--- src/rtl/gdd_pkg.sv ---
// Shared types, constants and the month table for the Gregorian day distance core.
// No dependencies; every other file imports this package.
`timescale 1ns / 1ps

package gdd_pkg;

    localparam int DAY_W   = 5;
    localparam int MONTH_W = 4;
    localparam int YEAR_W  = 14;
    localparam int DIST_W  = 22;
    localparam int SERIAL_W = 23;     // serial day number of years up to 16383
    localparam int RANK_W   = 9;      // day of year, up to 31 + 365 + 1
    localparam int Q100_W   = 8;      // year / 100, up to 163
    localparam int PROD_W   = 29;     // year times reciprocal of 100

    // floor(y / 100) = (y * DIV100_MUL) >> DIV100_SHIFT, exact for y below 43690
    localparam logic [14:0] DIV100_MUL   = 15'd20972;
    localparam int          DIV100_SHIFT = 21;

    localparam logic [DIST_W-1:0] DIST_MAX = {DIST_W{1'b1}};

    localparam logic [6:0] YEAR_HUNDRED   = 7'd100;
    localparam logic [8:0] DAYS_COMMON_YR = 9'd365;
    localparam logic [3:0] MONTHS_IN_YEAR = 4'd12;
    localparam logic [3:0] MARCH_DONE     = 4'd2;

    typedef struct packed {
        logic load;     // capture the input beat
        logic div;      // reciprocal multiply for year / 100, month table lookup
        logic year;     // leap rule and days before the year
        logic ser;      // serial day number
        logic out;      // distance into the output register
    } gdd_cmd_t;

    // Days before the start of month done+1 in a common year.
    function automatic logic [RANK_W-1:0] month_base(input logic [3:0] done);
        logic [RANK_W-1:0] base;
        begin
            case (done)
                4'd0:    base = 9'd0;
                4'd1:    base = 9'd31;
                4'd2:    base = 9'd59;
                4'd3:    base = 9'd90;
                4'd4:    base = 9'd120;
                4'd5:    base = 9'd151;
                4'd6:    base = 9'd181;
                4'd7:    base = 9'd212;
                4'd8:    base = 9'd243;
                4'd9:    base = 9'd273;
                4'd10:   base = 9'd304;
                4'd11:   base = 9'd334;
                default: base = 9'd365;
            endcase
            return base;
        end
    endfunction

endpackage

--- src/rtl/gregorian_day_distance_core.sv ---
// Gregorian day distance: absolute number of days between two dates.
// A new date pair is accepted only in idle, so pairs do not overlap: each passes the
// four datapath stages (reciprocal divide by 100, leap and year count, serial sum,
// difference), and the difference stage waits while the output register is full.
// The output register lets the next pair enter while a result waits.
// Reset (rst_n, asynchronous) returns the controller to idle and drops out_valid.
`timescale 1ns / 1ps

module gregorian_day_distance_core
    import gdd_pkg::*;
(
    input  logic                clk,
    input  logic                rst_n,
    input  logic                in_valid,
    output logic                in_ready,
    input  logic [DAY_W-1:0]    first_day,
    input  logic [MONTH_W-1:0]  first_month,
    input  logic [YEAR_W-1:0]   first_year,
    input  logic [DAY_W-1:0]    second_day,
    input  logic [MONTH_W-1:0]  second_month,
    input  logic [YEAR_W-1:0]   second_year,
    output logic                out_valid,
    input  logic                out_ready,
    output logic [DIST_W-1:0]   day_distance
);

    gdd_cmd_t cmd;

    gdd_ctrl u_ctrl
    (
        .clk       (clk),
        .rst_n     (rst_n),
        .in_valid  (in_valid),
        .in_ready  (in_ready),
        .out_valid (out_valid),
        .out_ready (out_ready),
        .cmd       (cmd)
    );

    gdd_datapath u_datapath
    (
        .clk          (clk),
        .cmd          (cmd),
        .first_day    (first_day),
        .first_month  (first_month),
        .first_year   (first_year),
        .second_day   (second_day),
        .second_month (second_month),
        .second_year  (second_year),
        .day_distance (day_distance)
    );

endmodule

--- src/rtl/gdd_serial.sv ---
// Serial day number of one date, computed over three enabled register stages.
// Depends on gdd_pkg for widths, the month table and the command struct.
`timescale 1ns / 1ps

module gdd_serial
    import gdd_pkg::*;
(
    input  logic                 clk,
    input  gdd_cmd_t             cmd,
    input  logic [DAY_W-1:0]     day,
    input  logic [MONTH_W-1:0]   month,
    input  logic [YEAR_W-1:0]    year,
    output logic [SERIAL_W-1:0]  serial
);

    logic [DAY_W-1:0]    day_reg;
    logic [MONTH_W-1:0]  month_reg;
    logic [YEAR_W-1:0]   year_reg;
    logic [Q100_W-1:0]   q_reg;
    logic [RANK_W-1:0]   rank0_reg;
    logic                late_reg;
    logic [SERIAL_W-1:0] dby_reg;
    logic [RANK_W-1:0]   rank_reg;
    logic [SERIAL_W-1:0] serial_reg;

    logic [PROD_W-1:0]   prod;
    logic [3:0]          done;
    logic [YEAR_W-1:0]   hund;
    logic [YEAR_W-1:0]   rem100;
    logic                rem_nz;
    logic                leap;
    logic [Q100_W-1:0]   c100;
    logic [5:0]          c400;
    logic [12:0]         y4;
    logic [SERIAL_W-1:0] dby_next;

    assign prod = PROD_W'(year_reg) * PROD_W'(DIV100_MUL);

    // Month zero counts as January, anything past December counts the full year.
    always_comb
    begin
        if (month_reg == '0)
            done = '0;
        else
            done = month_reg - 4'd1;
        if (done > MONTHS_IN_YEAR)
            done = MONTHS_IN_YEAR;
    end

    assign hund   = YEAR_W'(q_reg) * YEAR_W'(YEAR_HUNDRED);
    assign rem100 = year_reg - hund;
    assign rem_nz = (rem100 != '0);
    assign leap   = ((year_reg[1:0] == 2'd0) && rem_nz) || (!rem_nz && (q_reg[1:0] == 2'd0));
    // Nested ceilings: ceil(y/400) = ceil(ceil(y/100) / 4)
    assign c100   = q_reg + Q100_W'(rem_nz);
    assign c400   = 6'((9'(c100) + 9'd3) >> 2);
    assign y4     = 13'((15'(year_reg) + 15'd3) >> 2);
    assign dby_next = SERIAL_W'(year_reg) * SERIAL_W'(DAYS_COMMON_YR) + SERIAL_W'(y4)
                    - SERIAL_W'(c100) + SERIAL_W'(c400);

    always_ff @(posedge clk)
    begin
        if (cmd.load)
        begin
            day_reg   <= day;
            month_reg <= month;
            year_reg  <= year;
        end
        if (cmd.div)
        begin
            q_reg     <= prod[DIV100_SHIFT +: Q100_W];
            rank0_reg <= RANK_W'(day_reg) + month_base(done);
            late_reg  <= (done >= MARCH_DONE);
        end
        if (cmd.year)
        begin
            dby_reg  <= dby_next;
            rank_reg <= rank0_reg + RANK_W'(leap && late_reg);
        end
        if (cmd.ser)
            serial_reg <= dby_reg + SERIAL_W'(rank_reg);
    end

    assign serial = serial_reg;

endmodule

--- src/rtl/gdd_datapath.sv ---
// Datapath: two serial day units, absolute difference, saturation, output register.
// Depends on gdd_pkg and gdd_serial.
`timescale 1ns / 1ps

module gdd_datapath
    import gdd_pkg::*;
(
    input  logic                clk,
    input  gdd_cmd_t            cmd,
    input  logic [DAY_W-1:0]    first_day,
    input  logic [MONTH_W-1:0]  first_month,
    input  logic [YEAR_W-1:0]   first_year,
    input  logic [DAY_W-1:0]    second_day,
    input  logic [MONTH_W-1:0]  second_month,
    input  logic [YEAR_W-1:0]   second_year,
    output logic [DIST_W-1:0]   day_distance
);

    logic [SERIAL_W-1:0] serial_a;
    logic [SERIAL_W-1:0] serial_b;
    logic [SERIAL_W-1:0] diff;
    logic [DIST_W-1:0]   dist_next;
    logic [DIST_W-1:0]   dist_reg;

    gdd_serial u_serial_a
    (
        .clk    (clk),
        .cmd    (cmd),
        .day    (first_day),
        .month  (first_month),
        .year   (first_year),
        .serial (serial_a)
    );

    gdd_serial u_serial_b
    (
        .clk    (clk),
        .cmd    (cmd),
        .day    (second_day),
        .month  (second_month),
        .year   (second_year),
        .serial (serial_b)
    );

    assign diff = (serial_a >= serial_b) ? (serial_a - serial_b) : (serial_b - serial_a);

    always_comb
    begin
        if (diff > SERIAL_W'(DIST_MAX))
            dist_next = DIST_MAX;
        else
            dist_next = diff[DIST_W-1:0];
    end

    always_ff @(posedge clk)
    begin
        if (cmd.out)
            dist_reg <= dist_next;
    end

    assign day_distance = dist_reg;

endmodule

--- src/rtl/gdd_ctrl.sv ---
// Controller: sequences one date pair through the datapath stages and owns
// both handshakes. Depends on gdd_pkg for the command struct.
`timescale 1ns / 1ps

module gdd_ctrl
    import gdd_pkg::*;
(
    input  logic     clk,
    input  logic     rst_n,
    input  logic     in_valid,
    output logic     in_ready,
    output logic     out_valid,
    input  logic     out_ready,
    output gdd_cmd_t cmd
);

    localparam logic [2:0] ST_IDLE = 3'd0;
    localparam logic [2:0] ST_DIV  = 3'd1;
    localparam logic [2:0] ST_YEAR = 3'd2;
    localparam logic [2:0] ST_SER  = 3'd3;
    localparam logic [2:0] ST_DIFF = 3'd4;

    logic [2:0] state_reg;
    logic [2:0] state_next;
    logic       out_valid_reg;
    logic       out_valid_next;
    logic       out_free;

    assign out_free = !out_valid_reg || out_ready;

    always_comb
    begin
        state_next = state_reg;
        cmd        = '0;
        case (state_reg)
            ST_IDLE:
            begin
                if (in_valid)
                begin
                    cmd.load   = 1'b1;
                    state_next = ST_DIV;
                end
            end
            ST_DIV:
            begin
                cmd.div    = 1'b1;
                state_next = ST_YEAR;
            end
            ST_YEAR:
            begin
                cmd.year   = 1'b1;
                state_next = ST_SER;
            end
            ST_SER:
            begin
                cmd.ser    = 1'b1;
                state_next = ST_DIFF;
            end
            ST_DIFF:
            begin
                // hold until the output register is free
                if (out_free)
                begin
                    cmd.out    = 1'b1;
                    state_next = ST_IDLE;
                end
            end
            default:
            begin
                state_next = ST_IDLE;
            end
        endcase
    end

    always_comb
    begin
        if (cmd.out)
            out_valid_next = 1'b1;
        else if (out_ready)
            out_valid_next = 1'b0;
        else
            out_valid_next = out_valid_reg;
    end

    always_ff @(posedge clk or negedge rst_n)
    begin
        if (!rst_n)
        begin
            state_reg     <= ST_IDLE;
            out_valid_reg <= 1'b0;
        end
        else
        begin
            state_reg     <= state_next;
            out_valid_reg <= out_valid_next;
        end
    end

    assign in_ready  = (state_reg == ST_IDLE);
    assign out_valid = out_valid_reg;

endmodule

--- config.mk ---
export PLATFORM = sky130hd
export DESIGN_NAME = gregorian_day_distance_core
export DESIGN_NICKNAME = d
export VERILOG_FILES = /design/src/rtl/gdd_pkg.sv /design/src/rtl/gregorian_day_distance_core.sv /design/src/rtl/gdd_serial.sv /design/src/rtl/gdd_datapath.sv /design/src/rtl/gdd_ctrl.sv
export SDC_FILE = /design/constraint.sdc
export NUM_CORES = 1
export LEC_CHECK = 0
export BUFFER_PORTS_ARGS = -buffer_cell sky130_fd_sc_hd__clkbuf_2
export CAP_MARGIN = 10
export CORE_MARGIN = 1.5
export CORE_UTILIZATION = 45
export DETAILED_ROUTE_END_ITERATION = 10
export PLACE_DENSITY = 0.62
export SLEW_MARGIN = 5
export SYNTH_ARGS = -nofsm -noshare
export SYNTH_HDL_FRONTEND = slang
export SYNTH_SLANG_ARGS = --single-unit
--- constraint.sdc ---
create_clock -name clk -period 13.6 [get_ports clk]
set_input_delay 2.72 -clock clk [delete_from_list [all_inputs] [get_ports clk]]
set_output_delay 2.72 -clock clk [all_outputs]
set_load 0.01 [all_outputs]
; Word-level counts from Yosys, hierarchy flattened
; Memories as Yosys holds them, arrays and structs flattened.
; Index checks and enable logic that the tools add are counted.
[word_totals]
register_bits = 218
romBits = 288
input_bits = 50
output_inout_bits = 24
n_memories = 2
[mem_list]
columns = name, depth, width, rd, rd_ports_with_merged_regs, wr, line_no
row1 = (no name shown), 16, 9, 1, 0, 0, gdd_pkg.sv:39  ; case (done)
row2 = (no name shown), 16, 9, 1, 0, 0, gdd_pkg.sv:39
[op_classes]
add_sub_neg = 24
mul = 6
n_lt_le_gt_ge = 6
n_eq_ne = 6
n_mux = 19
n_reduce_logical = 23
[op_table]
columns = op, count
row1 = $mul A14 B13 Y27 const B, 2
row2 = $add A23 B13 Y23, 2
row3 = $add A23 B6 Y23, 2
row4 = $add A23 B9 Y23, 2
row5 = $mul A14 B9 Y23 const B, 2
row6 = $sub A23 B23 Y23, 2
row7 = $sub A23 B8 Y23, 2
row8 = $add A14 B2 Y15 const B, 2
row9 = $reduce_bool A14 Y1, 2
row10 = $sub A14 B14 Y14, 2
row11 = $mul A8 B5 Y12 const B, 2
row12 = $ge A23 B23 Y1, 1
row13 = $gt A23 B22 Y1 const B, 1
row14 = $mux W23, 1
row15 = $add A5 B9 Y9, 2
row16 = $add A9 B1 Y9, 2
row17 = $mux W9, 2
row18 = $add A8 B1 Y8, 2
row19 = $add A8 B2 Y8 const B, 2
row20 = $mux W4, 4
row21 = $pmux W3 S5, 1
row22 = $mux W1, 9
row23 = $ge A4 B2 Y1 const B, 2
row24 = $gt A4 B4 Y1 const B, 2
row25 = 15 further kinds, 31

; Longest topological paths before layout
[depth]
depth_word = 8
ltp_mapped = 45
mapped_depth_nobuf = 45

; By module
; A second synthesis with hierarchy kept.
[unflattened]
cells_unflattened = 2835
hier_area_um2 = 29120.4
[by_module_without_submodules]
columns = mod, n_inst, cells_each, area_per_inst_um2, seq_area_each_um2
row1 = gdd_serial (u_datapath.u_serial_a), 1, 1204, 12788.5, 2882.8
row2 = gdd_serial (u_datapath.u_serial_b), 1, 1192, 12721.0, 2882.8
row3 = gdd_datapath, 1, 419, 3398.3, 660.6
row4 = gdd_ctrl, 1, 20, 212.7, 100.1

; Worst setup path after synthesis
; No wires, ideal clock.
[synth_path]
path_kind = flip-flop to flip-flop
start = register u_datapath.u_serial_b.q_reg[1]
end = register u_datapath.u_serial_b.dby_reg[18], data pin
setup_ns = 0.258
arrival_ns = 8.806
t_required_ns = 13.342
path_slack_ns = 4.536
path_stages_with_launch = 41
cell_sequence = edfxtp_1 ha_1 ha_1 ha_1 ha_1 a21o_1 a21oi_1 o21bai_1 a21oi_1 xor2_1 ha_1 or2_2 a21oi_1 xnor2_1 xnor2_1 o211ai_1 or3_1 ha_1 [5 not listed] xor2_1 fa_1 inv_1 ha_1 fa_1 inv_1 fa_1 inv_1 ha_1 nor2b_1 o21a_1 o21ai_0 a21o_1 o211ai_1 a31oi_1 o21bai_1 a21oi_1 xnor2_1
[synth_between]
elab_chain_len = 6
[synth_lines]
columns = element, line_no
row1 = start: declaration, gdd_serial.sv:19  ; logic [Q100_W-1:0] q_reg;
row2 = start signal: assignment, gdd_serial.sv:71  ; q_reg <= prod[DIV100_SHIFT +: Q100_W];
row3 = $mul A8 B5 Y12, gdd_serial.sv:50  ; assign hund = YEAR_W'(q_reg) * YEAR_W'(YEAR_HUNDRED);
row4 = $sub A14 B14 Y14, gdd_serial.sv:51  ; assign rem100 = year_reg - hund;
row5 = $reduce_bool A14 Y1, gdd_serial.sv:52  ; assign rem_nz = (rem100 != '0);
row6 = $add A8 B1 Y8 (*), gdd_serial.sv:55  ; assign c100 = q_reg + Q100_W'(rem_nz);
row7 = $sub A23 B8 Y23 / $add A8 B2 Y8 (equally long branches), "gdd_serial.sv:59, gdd_serial.sv:56"
row8 = $add A23 B6 Y23 (*), gdd_serial.sv:59  ; - SERIAL_W'(c100) + SERIAL_W'(c400);
row9 = net u_datapath.u_serial_b.dby_next[18], gdd_serial.sv:35  ; logic [SERIAL_W-1:0] dby_next;
row10 = end signal: assignment, gdd_serial.sv:77  ; dby_reg <= dby_next;
row11 = end: declaration, gdd_serial.sv:22  ; logic [SERIAL_W-1:0] dby_reg;
; Mark *: on every way through the listed nets, which the timed path passes. The rest lies on a longest branch.
; A chain may end at the register's enable or synchronous reset.

; Worst setup path in the final report
; Same ends and word-level chain as after synthesis.

==> metrics.csv <==
stage,metric,value,unit
run_status,outcome,finished clean,
grt,grt_start_max_net_pins,66,
grt,grt.total_usage,0.199,
clocking,clock_sinks,218,
routing,drt_iter0_drc,885,
timing,worst_pin_slew,1.16,ns
clocking,root_buffer,clkbuf_16,
setup_path,cp_top_family,adder cells,
setup_path,crit_top_cell,ha_1,
setup_path,timing.critical_path.buf_inv,4,
timing,timing.final.crit_period,9.86,ns
timing,worst_hold_slack,0.541,ns
timing,final_hold_viol_count,0,
layout,nets,3708,
synth,yosysWarnings,0,
clocking,cts_buffer_depth,3,
placement,place_ws,3.80,ns
placement,dpl.hpwl,52100,um
clocking,postCtsHoldBufs,0,
synth,async_reset_ff_frac,0.0183,
synth,synth_cell_types,76,
synth,synth-seq-cells,218,
layout,final_cell_mix,"inv_1 (600), ha_1 (527), fa_1 (298), edfxtp_1 (214), xnor2_1 (149)",
setup_path,setup.worst_path.class,register to register,
routing,detailroute.via_count,18700,
timing,max-slew-margin-rel,0.227,
floorplanning,die-height,254,um
synth,synth_top_family_by_area,adder cells,
floorplanning,boundaryPins,74,
setup_path,critPathMaxFanout,5,
grt,grt_first_pass_wirelength,102000,um
synth,synth_compound_area_frac,0.0928,
setup_path,cp.arrival,10.18,ns
layout,syn2layout_area_growth,7.92,%
clocking,cts_setup_buffers,0,
synth,netlist_instances,2757,
routing,ant_nets,0,
setup_path,slowest_delay,0.52,ns
routing,wl_per_cell,16.8,um
clocking,cts_resized,0,
setup_path,worst_ep_required_time,13.92,ns
routing,firstDrtPassIters,5,
routing,drt-total-wl,62200,um
synth,synth_nets,3632,
floorplanning,rows,91,
synth,synth_flop_cell,edfxtp_1,
clocking,cts_buffers,27,
synth,syn_area,28400,sq um
setup_path,worstSetupStartpointType,register,
floorplanning,core_area,62100,sq um
timing,setup_viol,0,
layout,fillers,5724,
clocking,cts_tree,yes,
clocking,clock_latency,0.58,ns
grt,grt-ovfl-total,0,
setup_path,cp_slowest_cell,fa_1,
worst_hold_path,hold_path_class,register to register,
layout,n_antenna_cell,0,
clocking,htree_levels,1,
grt,antenna_found_initial,0,
synth,synth_adder_area_share,0.443,
timing,rsz0062_at_grt,false,
placement,globalplace.congestion,0.883,
run,maxCapViolCount,0,
grt,grt_pass1_vias,19700,
synth,synth-edff-count,214,
timing,fin_tns_setup,0,ns
synth,syn_area_per_cell,10.3,sq um
synth,synth_simple_gate_area_frac,0.0759,
routing,vias_per_cell,5.07,
routing,drc_errors,0,
synth,seq_area_frac_synth,0.230,
floorplanning,start_util,0.458,
layout,drive_gt1_frac,0.0536,
timing,post-route-period-util,0.725,
timing,fin_skew,0.0154,ns
clocking,clkSlewWorstSetupHoldPaths,0.06,ns
setup_path,end_kind,register,
floorplanning,die_area,64600,sq um
timing,report.final.slew_viol_count,0,
timing,max_freq,101,MHz
synth,synth_xor_area_frac,0.0648,
synth,muxShareOfSynthArea,0.00789,
placement,io_buffers,73,
layout,final_common_cell,inv_1,
timing,setup_ws,3.74,ns
floorplanning,die_x,254,um
per-layer routing:
metal | track usage | share of wire | vias to the layer above
met5 | 0 | 0 | -
met3 | 0.0247 | 0.036 | 44
met2 | 0.330 | 0.46 | 268
met1 | 0.283 | 0.49 | 9114
li1 | - | - | 9292
met4 | 0.0345 | 0.014 | 0
worst reg2reg max path, delay by kind of cell, from the launching register on:
kind	cells	cell delay (ns)
AO/OA/AOI/OAI	13	2.44
flip-flops	1	0.46
XOR/XNOR	5	0.71
buffers and inverters	4	0.18
adder cells (fa/ha/maj)	13	4.40
AND/OR/NAND/NOR	5	1.43
stage by stage:
step	utilization	cell area (sq um)	instances
floorplan	-	28400	2757
global placement	0.479	29700	3641
detailed placement	0.479	29700	3641
CTS	0.494	30700	3691
global route	0.494	30700	3691
finish	0.494	30700	3691
cell type report:
| cell class | count | area [sq um] | area share |
|---|---|---|---|
| clock buffers | 30 | 687 | 0.0224 |
| clock inverters | 20 | 248 | 0.00808 |
| inverters | 600 | 2250 | 0.0735 |
| multi-input cells | 1902 | 19400 | 0.634 |
| flip-flops and latches | 218 | 6530 | 0.213 |
| well taps | 837 | 1050 | 0.0342 |
| repair buffers | 84 | 448 | 0.0146 |
logic make-up (layout without fill, tap and decap cells):
group           after synthesis  count (layout)
xor+xnor                    210             210
compound gates              407             407
fa+ha+maj                   827             827
buf+inv                     637             734
mux                          21              21
flops                       218             218
simple gates                437             437
synth_stat cells, drive strengths merged (3+ instances only):
cell type / number / share of area
inv: 600 / 0.079
ha: 527 / 0.23
fa: 298 / 0.21
edfxtp: 214 / 0.23
xnor2: 149 / 0.046
a21oi: 126 / 0.023
nor2: 108 / 0.014
nand2: 99 / 0.013
o21ai: 84 / 0.015
xor2: 61 / 0.019
a21o: 56 / 0.015
nand3: 50 / 0.0088
nor3: 38 / 0.0067
and3: 27 / 0.0059
o21bai: 23 / 0.0061
nand2b: 22 / 0.0048
nand4: 22 / 0.0053
buf: 19 / 0.0043
nor2b: 19 / 0.0042
clkbuf: 18 / 0.0024
a31oi: 17 / 0.0040
mux2i: 16 / 0.0058
o21a: 13 / 0.0034
a211oi: 12 / 0.0032
and2: 11 / 0.0024
o2111ai: 11 / 0.0034
o211ai: 11 / 0.0029
a21boi: 10 / 0.0026
or3: 10 / 0.0022
nor3b: 8 / 0.0021
or2: 8 / 0.0018
a221oi: 7 / 0.0022
o31ai: 7 / 0.0023
mux2: 5 / 0.0021
nand3b: 5 / 0.0013
o41ai: 5 / 0.0015
dfrtp: 4 / 0.0035
a311oi: 3 / 0.00093
and4: 3 / 0.00093
final timing paths:
| kind | start | to | slack (ns) | cells after the start |
|---|---|---|---|---|
| max | u_datapath.u_serial_b.q_reg[1]$_DFFE_PP_ | u_datapath.u_serial_b.dby_reg[18]$_DFFE_PN_ | 3.74 | 40 |
| min | u_ctrl.out_valid$_DFFE_PN0P_ | u_ctrl.out_valid$_DFFE_PN0P_ | 0.54 | 2 |
| max reg2reg | u_datapath.u_serial_b.q_reg[1]$_DFFE_PP_ | u_datapath.u_serial_b.dby_reg[18]$_DFFE_PN_ | 3.74 | 40 |
| min reg2reg | u_ctrl.out_valid$_DFFE_PN0P_ | u_ctrl.out_valid$_DFFE_PN0P_ | 0.54 | 2 |
| max in group asynchronous | rst_n | u_ctrl.state_reg[1]$_DFFE_PN0P_ | 11.53 | 1 |
| min in group asynchronous | rst_n | u_ctrl.state_reg[2]$_DFFE_PN0P_ | 1.95 | 1 |
Power is not shown: default switching activity piles up to over one toggle a cycle in this logic, so the estimate is an artifact.
